$ cat src/design/lpg_pkg.sv
// Shared constants, command and status types for the lexicographic permutation generator.
// No dependencies; the controller, datapath, top level and checker refer to it by scoped names.

package lpg_pkg;

    localparam int MAX_ELEMENTS = 8;
    localparam int IDX_W        = $clog2(MAX_ELEMENTS);
    localparam int CNT_W        = 4;
    localparam int VAL_W        = 3;

    localparam logic [CNT_W-1:0] COUNT_RESET = 4'd4;

    // Commands from the controller to the datapath, one strobe per step
    typedef struct packed {
        logic accept;   // item taken this cycle; restart reloads identity
        logic find;     // snapshot result, locate rightmost ascent
        logic pivot;    // read pivot entry
        logic search;   // locate rightmost larger entry, set suffix bounds
        logic swap;     // swap pivot with larger entry
        logic rev_a;    // read left suffix entry
        logic rev_b;    // swap left and right suffix entries, move bounds
        logic push;     // move staged result into the output register
    } cmd_t;

    typedef struct packed {
        logic no_ascent;  // current ordering fully descending
        logic rev_start;  // suffix has at least one pair to swap
        logic rev_more;   // another pair remains after this one
    } status_t;

endpackage

$ cat src/design/lpg_ctrl.sv
// Sequencing state machine for the permutation generator.
// Depends on lpg_pkg for the command and status types.

module lpg_ctrl
(
    input  logic              clk,
    input  logic              rst_n,
    input  logic              in_valid,
    output logic              in_stall,
    output logic              out_valid,
    input  logic              out_stall,
    input  lpg_pkg::status_t  status,
    output lpg_pkg::cmd_t     cmd
);

    typedef enum logic [7:0] {
        S_IDLE   = 8'b0000_0001,
        S_FIND   = 8'b0000_0010,
        S_PIVOT  = 8'b0000_0100,
        S_SEARCH = 8'b0000_1000,
        S_SWAP   = 8'b0001_0000,
        S_REV_A  = 8'b0010_0000,
        S_REV_B  = 8'b0100_0000,
        S_PUSH   = 8'b1000_0000
    } state_t;

    state_t state_reg;
    state_t state_next;
    logic   out_valid_reg;
    logic   out_valid_next;

    assign in_stall  = (state_reg != S_IDLE);
    assign out_valid = out_valid_reg;

    always_comb
    begin
        state_next     = state_reg;
        cmd            = '0;
        out_valid_next = out_valid_reg;

        // drop the held beat once taken
        if (out_valid_reg && !out_stall)
        begin
            out_valid_next = 1'b0;
        end

        case (state_reg)
            S_IDLE:
            begin
                if (in_valid)
                begin
                    cmd.accept = 1'b1;
                    state_next = S_FIND;
                end
            end
            S_FIND:
            begin
                cmd.find   = 1'b1;
                state_next = status.no_ascent ? S_PUSH : S_PIVOT;
            end
            S_PIVOT:
            begin
                cmd.pivot  = 1'b1;
                state_next = S_SEARCH;
            end
            S_SEARCH:
            begin
                cmd.search = 1'b1;
                state_next = S_SWAP;
            end
            S_SWAP:
            begin
                cmd.swap   = 1'b1;
                state_next = status.rev_start ? S_REV_A : S_PUSH;
            end
            S_REV_A:
            begin
                cmd.rev_a  = 1'b1;
                state_next = S_REV_B;
            end
            S_REV_B:
            begin
                cmd.rev_b  = 1'b1;
                state_next = status.rev_more ? S_REV_A : S_PUSH;
            end
            S_PUSH:
            begin
                if (!out_valid_reg || !out_stall)
                begin
                    cmd.push       = 1'b1;
                    out_valid_next = 1'b1;
                    state_next     = S_IDLE;
                end
            end
            default:
            begin
                state_next = S_IDLE;
            end
        endcase
    end

    always_ff @(posedge clk or negedge rst_n)
    begin
        if (!rst_n)
        begin
            state_reg     <= S_IDLE;
            out_valid_reg <= 1'b0;
        end
        else
        begin
            state_reg     <= state_next;
            out_valid_reg <= out_valid_next;
        end
    end

endmodule

$ cat src/design/lpg_datapath.sv
// Ordering registers, index registers and result registers for the permutation generator.
// Depends on lpg_pkg; driven by the command strobes of lpg_ctrl.

module lpg_datapath
(
    input  logic                                  clk,
    input  logic                                  rst_n,
    input  logic                                  cfg_we,
    input  logic [lpg_pkg::CNT_W-1:0]             cfg_count,
    input  logic                                  restart,
    input  lpg_pkg::cmd_t                         cmd,
    output lpg_pkg::status_t                      status,
    output logic [lpg_pkg::VAL_W-1:0]             slot_out [lpg_pkg::MAX_ELEMENTS],
    output logic                                  final_out
);

    logic [lpg_pkg::CNT_W-1:0] count_reg;
    logic [lpg_pkg::CNT_W-1:0] n_eff;
    logic [lpg_pkg::IDX_W-1:0] n_last;

    logic [lpg_pkg::VAL_W-1:0] order_reg  [lpg_pkg::MAX_ELEMENTS];
    logic [lpg_pkg::VAL_W-1:0] order_next [lpg_pkg::MAX_ELEMENTS];

    logic [lpg_pkg::IDX_W-1:0] i_reg;
    logic [lpg_pkg::IDX_W-1:0] j_reg;
    logic [lpg_pkg::IDX_W-1:0] l_reg;
    logic [lpg_pkg::IDX_W-1:0] r_reg;
    logic [lpg_pkg::VAL_W-1:0] pivot_reg;
    logic [lpg_pkg::VAL_W-1:0] tmp_reg;

    logic [lpg_pkg::VAL_W-1:0] stage_reg [lpg_pkg::MAX_ELEMENTS];
    logic                      stage_final_reg;
    logic [lpg_pkg::VAL_W-1:0] out_reg   [lpg_pkg::MAX_ELEMENTS];
    logic                      out_final_reg;

    logic                      asc_found;
    logic [lpg_pkg::IDX_W-1:0] asc_idx;
    logic [lpg_pkg::IDX_W-1:0] gt_idx;
    logic [lpg_pkg::IDX_W-1:0] rd_addr;
    logic [lpg_pkg::VAL_W-1:0] rd_data;
    logic                      load_id;

    // zero acts as one, anything above the maximum acts as the maximum
    always_comb
    begin
        if (count_reg == '0)
        begin
            n_eff = lpg_pkg::CNT_W'(1);
        end
        else if (count_reg > lpg_pkg::CNT_W'(lpg_pkg::MAX_ELEMENTS))
        begin
            n_eff = lpg_pkg::CNT_W'(lpg_pkg::MAX_ELEMENTS);
        end
        else
        begin
            n_eff = count_reg;
        end
    end

    assign n_last = lpg_pkg::IDX_W'(n_eff - lpg_pkg::CNT_W'(1));

    // rightmost ascent among the first n entries
    always_comb
    begin
        asc_found = 1'b0;
        asc_idx   = '0;
        for (int k = 0; k < lpg_pkg::MAX_ELEMENTS - 1; k++)
        begin
            if ((lpg_pkg::CNT_W'(k + 2) <= n_eff) && (order_reg[k] < order_reg[k + 1]))
            begin
                asc_found = 1'b1;
                asc_idx   = lpg_pkg::IDX_W'(k);
            end
        end
    end

    // rightmost entry right of the pivot that is larger than it
    always_comb
    begin
        gt_idx = '0;
        for (int k = 1; k < lpg_pkg::MAX_ELEMENTS; k++)
        begin
            if ((lpg_pkg::IDX_W'(k) > i_reg) && (lpg_pkg::CNT_W'(k) < n_eff)
                && (order_reg[k] > pivot_reg))
            begin
                gt_idx = lpg_pkg::IDX_W'(k);
            end
        end
    end

    // single read port
    always_comb
    begin
        rd_addr = i_reg;
        if (cmd.swap)
        begin
            rd_addr = j_reg;
        end
        else if (cmd.rev_a)
        begin
            rd_addr = l_reg;
        end
        else if (cmd.rev_b)
        begin
            rd_addr = r_reg;
        end
    end

    assign rd_data = order_reg[rd_addr];

    assign load_id = (cmd.accept && restart) || (cmd.find && !asc_found);

    assign status.no_ascent = !asc_found;
    assign status.rev_start = (l_reg < r_reg);
    assign status.rev_more  = (({1'b0, l_reg} + 4'd3) <= {1'b0, r_reg});

    always_comb
    begin
        for (int k = 0; k < lpg_pkg::MAX_ELEMENTS; k++)
        begin
            order_next[k] = order_reg[k];
        end
        if (load_id)
        begin
            for (int k = 0; k < lpg_pkg::MAX_ELEMENTS; k++)
            begin
                order_next[k] = lpg_pkg::VAL_W'(k);
            end
        end
        else if (cmd.swap)
        begin
            order_next[i_reg] = rd_data;
            order_next[j_reg] = pivot_reg;
        end
        else if (cmd.rev_b)
        begin
            order_next[l_reg] = rd_data;
            order_next[r_reg] = tmp_reg;
        end
    end

    always_ff @(posedge clk or negedge rst_n)
    begin
        if (!rst_n)
        begin
            count_reg <= lpg_pkg::COUNT_RESET;
            for (int k = 0; k < lpg_pkg::MAX_ELEMENTS; k++)
            begin
                order_reg[k] <= lpg_pkg::VAL_W'(k);
            end
        end
        else
        begin
            if (cfg_we)
            begin
                count_reg <= cfg_count;
            end
            for (int k = 0; k < lpg_pkg::MAX_ELEMENTS; k++)
            begin
                order_reg[k] <= order_next[k];
            end
        end
    end

    // working and result registers, no reset needed
    always_ff @(posedge clk)
    begin
        if (cmd.find)
        begin
            i_reg           <= asc_idx;
            stage_final_reg <= !asc_found;
            for (int k = 0; k < lpg_pkg::MAX_ELEMENTS; k++)
            begin
                stage_reg[k] <= (lpg_pkg::CNT_W'(k) < n_eff) ? order_reg[k] : '0;
            end
        end
        if (cmd.pivot)
        begin
            pivot_reg <= rd_data;
        end
        if (cmd.search)
        begin
            j_reg <= gt_idx;
            l_reg <= i_reg + lpg_pkg::IDX_W'(1);
            r_reg <= n_last;
        end
        if (cmd.rev_a)
        begin
            tmp_reg <= rd_data;
        end
        if (cmd.rev_b)
        begin
            l_reg <= l_reg + lpg_pkg::IDX_W'(1);
            r_reg <= r_reg - lpg_pkg::IDX_W'(1);
        end
        if (cmd.push)
        begin
            out_final_reg <= stage_final_reg;
            for (int k = 0; k < lpg_pkg::MAX_ELEMENTS; k++)
            begin
                out_reg[k] <= stage_reg[k];
            end
        end
    end

    assign final_out = out_final_reg;

    always_comb
    begin
        for (int k = 0; k < lpg_pkg::MAX_ELEMENTS; k++)
        begin
            slot_out[k] = out_reg[k];
        end
    end

endmodule

$ cat src/design/lexicographic_permutation_generator.sv
// Channel   | Handshake            | Payload
// in        | in_valid / in_stall  | restart
// out       | out_valid / out_stall| slot_0_value .. slot_7_value, final_flag
// cfg       | cfg_valid / cfg_ready| cfg_data (element_count)
//
// After acceptance, an item whose ordering wraps goes from the find step straight to push;
// else find, pivot, search, swap, then a read and a swap for each of floor((n - i - 1) / 2)
// suffix pairs, i the rightmost ascent, then push, which waits while a held result is stalled.
// The pivot, swap and suffix reversal steps share the single read port, one entry at a time.
// Reset loads the identity ordering and an element count of four; no clearing pass.
// A stalled result is held in the output register while the next item is being worked.
// Top level: joins lpg_ctrl and lpg_datapath; depends on lpg_pkg.

module lexicographic_permutation_generator
(
    input  logic                          clk,
    input  logic                          rst_n,
    input  logic                          in_valid,
    output logic                          in_stall,
    input  logic                          restart,
    output logic                          out_valid,
    input  logic                          out_stall,
    output logic [lpg_pkg::VAL_W-1:0]     slot_0_value,
    output logic [lpg_pkg::VAL_W-1:0]     slot_1_value,
    output logic [lpg_pkg::VAL_W-1:0]     slot_2_value,
    output logic [lpg_pkg::VAL_W-1:0]     slot_3_value,
    output logic [lpg_pkg::VAL_W-1:0]     slot_4_value,
    output logic [lpg_pkg::VAL_W-1:0]     slot_5_value,
    output logic [lpg_pkg::VAL_W-1:0]     slot_6_value,
    output logic [lpg_pkg::VAL_W-1:0]     slot_7_value,
    output logic                          final_flag,
    input  logic                          cfg_valid,
    output logic                          cfg_ready,
    input  logic [lpg_pkg::CNT_W-1:0]     cfg_data
);

    lpg_pkg::cmd_t            cmd;
    lpg_pkg::status_t         status;
    logic [lpg_pkg::VAL_W-1:0] slot [lpg_pkg::MAX_ELEMENTS];

    assign cfg_ready = 1'b1;

    lpg_ctrl u_ctrl
    (
        .clk       (clk),
        .rst_n     (rst_n),
        .in_valid  (in_valid),
        .in_stall  (in_stall),
        .out_valid (out_valid),
        .out_stall (out_stall),
        .status    (status),
        .cmd       (cmd)
    );

    lpg_datapath u_datapath
    (
        .clk       (clk),
        .rst_n     (rst_n),
        .cfg_we    (cfg_valid && cfg_ready),
        .cfg_count (cfg_data),
        .restart   (restart),
        .cmd       (cmd),
        .status    (status),
        .slot_out  (slot),
        .final_out (final_flag)
    );

    assign slot_0_value = slot[0];
    assign slot_1_value = slot[1];
    assign slot_2_value = slot[2];
    assign slot_3_value = slot[3];
    assign slot_4_value = slot[4];
    assign slot_5_value = slot[5];
    assign slot_6_value = slot[6];
    assign slot_7_value = slot[7];

endmodule

$ cat config.mk
export PLATFORM = sky130hd
export DESIGN_NAME = lexicographic_permutation_generator
export DESIGN_NICKNAME = d
export VERILOG_FILES = /design/src/design/lpg_pkg.sv /design/src/design/lpg_ctrl.sv /design/src/design/lpg_datapath.sv /design/src/design/lexicographic_permutation_generator.sv
export SDC_FILE = /design/constraint.sdc
export NUM_CORES = 1
export LEC_CHECK = 0
export ABC_AREA = 1
export BUFFER_PORTS_ARGS = -buffer_cell sky130_fd_sc_hd__buf_2
export CAP_MARGIN = 10
export CORE_UTILIZATION = 45
export CTS_BUF_LIST = sky130_fd_sc_hd__clkbuf_4 sky130_fd_sc_hd__clkbuf_8
export CTS_CLUSTER_DIAMETER = 150
export DETAILED_ROUTE_END_ITERATION = 12
export GPL_TIMING_DRIVEN = 0
export SYNTH_ARGS = -nofsm -noshare
export SYNTH_HDL_FRONTEND = slang
export SYNTH_SLANG_ARGS = --single-unit
$ cat constraint.sdc
create_clock -name clk -period 9.34 [get_ports clk]
set_input_delay 1.868 -clock clk [delete_from_list [all_inputs] [get_ports clk]]
set_output_delay 1.868 -clock clk [all_outputs]
set_load 0.005 [all_outputs]
==> out/results.ini <==
[cts]
post-cts-setup-buffers = 0
clockBufferDepth = 2
hold_buffers = 0
cts_buffers = 9
cts_tree = yes
root_buffer = clkbuf_8
cts_resized = 0
insertion_delay_ns = 0.40
cts_num_sinks = 105
path_clk_slew_ns = 0.12
htreeDepth = 3

[run_status]
status = completed

[timing]
tightestPinTransition_ns = 1.04
finalHoldViolCount = 0
period_needed_ns = 3.82
timing.fmax_mhz = 262
hold_ws_ns = 0.429
slew_violations = 0
maxSlewHeadroom_pct = 30.3
setup_violations = 0
finalCritPeriodShare_pct = 40.9
tns_ns = 0
rsz0062_at_grt = false
clock_skew_ns = 0.0128

[logic_synthesis]
async_flop_share_pct = 35.2
synth.net_count = 904
synth_ff_type = edfxtp_1
yosys_warnings = 0
syn_area_sq_mm = 0.00668
synthDistinctLibCells = 40
yosysSeqAreaShare_pct = 44.7
postSynthAreaPerCell_sq_um = 7.86
ys_seq_elements = 105
synth_edf_count = 68
postSynthCellCount = 850

[pwr]
clockPowerShare_pct = 15.8
vdd_drop_max_mv = 0.117
p_seq_share_pct = 37.0
switchingPower_mw = 0.924
p_leak_nw = 3.44
powerDensity_mw_per_mm2 = 274
switching_share_pct = 45.8
p_total_mw = 2.02
p_int_mw = 1.09
pwr-share-comb_pct = 47.2

[cells_and_area]
antennaDiodeCount = 0
syn_to_final_growth_pct = 10.2
drive_gt1_share_pct = 11.4
fill_cells = 1426
nNetsFinal = 954
post-route-util_pct = 50.7
final_cell_count_no_fill = 1089

[hold_path]
hp-class = register to register

[floorplanning]
core-area_sq_mm = 0.0145
initial_core_util_pct = 46.0
die_area_sq_mm = 0.0153
rows = 44
die_x_microns = 124
die_h_microns = 124
num_io_pins = 38

[setup_path]
slowest_delay_ns = 0.44
critPathCaptureType = output port
worstPathRequired_ns = 7.47
startpoint_type = register
crit_type = register to output port
crit_chain = nor2_1 -> nand3_1 -> nor4_1 -> inv_1 -> buf_2
cp_max_fo = 6
crit_arrival_ns = 1.95
slowest_stage = nor4_1

[job]
cap_violations = 0

[routing]
routedWlPerCell_microns = 18.4
drt-pass1-iter-count = 6
drc_errors = 0
viasPerCell = 5.57
dr.first_iter.drc_count = 565
routed_wl_mm = 20.0
ant_nets = 0
vias = 6061

[global_route]
grt_pass1_wl_mm = 30.5
antenna_found_initial = 0
grt.overflow.total = 0
grt_max_degree = 38
first_global_vias = 5524
track_usage_pct = 27.5

[place]
dp_cells = 1073
gp_congestion = 0.912
dpl.hpwl_mm = 15.5
port_buffers = 36

## power groups by stage
stage	clock network (mW)	registers [mW]	logic (mW)
6_report	0.318	0.747	0.952
5_1_grt	0.339	0.757	1.07
4_1_cts	0.326	0.745	0.940
3_5_place_dp	0	0.754	0.935
3_3_place_gp	0	0.754	0.902
2_1_floorplan	0	0.718	0.664
## layout make-up
cell class / count / area, sq um / share of cell area (%)
inverters: 116 / 435 / 5.91
multi-input cells: 608 / 3150 / 42.8
plain buffers: 21 / 123 / 1.66
repair buffers: 39 / 218 / 2.96
clock buffers: 9 / 124 / 1.68
flip-flops and latches: 105 / 2990 / 40.5
well taps: 184 / 230 / 3.13
clock inverters: 7 / 97.6 / 1.33
## critical path: cells and delay by family (launching register included)
family / cells / cell delay (ns)
flip-flops: 1 / 0.40
buffers and inverters: 2 / 0.28
AND/OR/NAND/NOR: 3 / 0.86
## cells in the final DEF, fill, tap and decap left out, types with 2 or more instances in the layout
cell        n
xor2_1      2
o21ai_1    19
clkbuf_8    9
dfstp_2    14
nor2_1     67
dfrtp_1    23
nand4_1     7
o31ai_1     2
buf_2      38
a21oi_1    39
nand2_1   238
edfxtp_1   68
inv_2       5
a31oi_1     4
ha_1       44
clkinv_4    2
nand3b_1    4
nor2_2      3
nor3_1     23
o211ai_1    4
buf_6       5
inv_6       2
a211oi_1    7
nand2_2     6
a21boi_0    2
nor4_1      6
o21ai_0    32
nand3_1    82
a32oi_1     2
a21oi_2     3
clkinv_8    2
inv_1     111
buf_4       5
clkbuf_1   11
nor2_4      2
or2_2       2
## synth_stat cells, drive strengths merged (4+ instances only)
cell type / number / share of area [%]
nor2: 72 / 4.4
a211oi: 7 / 0.79
nand4: 7 / 0.66
nor3: 23 / 1.7
nand2: 245 / 14
dfstp: 14 / 5.5
nor4: 7 / 0.75
buf: 10 / 1.2
nand3: 82 / 6.1
o21ai: 51 / 3.8
a21oi: 42 / 3.3
inv: 116 / 6.5
nand3b: 4 / 0.45
ha: 44 / 8.2
dfrtp: 23 / 8.6
a31oi: 5 / 0.56
clkbuf: 11 / 0.62
o211ai: 4 / 0.45
edfxtp: 68 / 31
## worst paths after layout
path,startpoint,to,slack (ns),depth (start not counted)
worst min-delay path,u_datapath.stage_reg[0][0],u_datapath.out_reg[0][0],0.43,0
min in group asynchronous,rst_n,u_ctrl.state_reg[6],1.57,1
worst max register to register,u_datapath.count_reg[3],u_datapath.order_reg[18],6.40,14
worst min register to register,u_datapath.stage_reg[0][0],u_datapath.out_reg[0][0],0.43,0
max in group asynchronous,rst_n,u_datapath.order_reg[22],7.17,1
worst max-delay path,u_ctrl.state_reg[7],in_stall,5.52,5
## per-stage QoR
step | worst slack (ns) | cell area [sq um]
finish | 5.52 | 7360
global route | 5.31 | 7360
CTS | 5.48 | 7360
detailed placement | 5.95 | 7140
global placement | 4.14 | 7090
floorplan | 5.83 | 6680
## logic make-up (layout without fill, tap and decap cells)
family / count (synthesis) / in the layout / share of synthesized area (%)
adders and majority gates: 44 / 44 / 8.24
buffers and inverters: 137 / 192 / 8.35
DFF: 105 / 105 / 44.7
other: 1 / 1 / 0.0561
xor gates and xnor gates: 3 / 3 / 0.393
and+or+nand+nor: 443 / 443 / 28.5
AOI/OAI and AO/OA: 117 / 117 / 9.81
## metal layers
metal,vias to the layer above,GRT usage (%),routed length (microns)
met4,0,13.4,717
met3,46,3.57,1350
li1,2925,-,-
met2,242,42.9,8980
met5,-,0,0
met1,2848,37.5,8980
No activity file was read; power rests on OpenSTA's default activity.
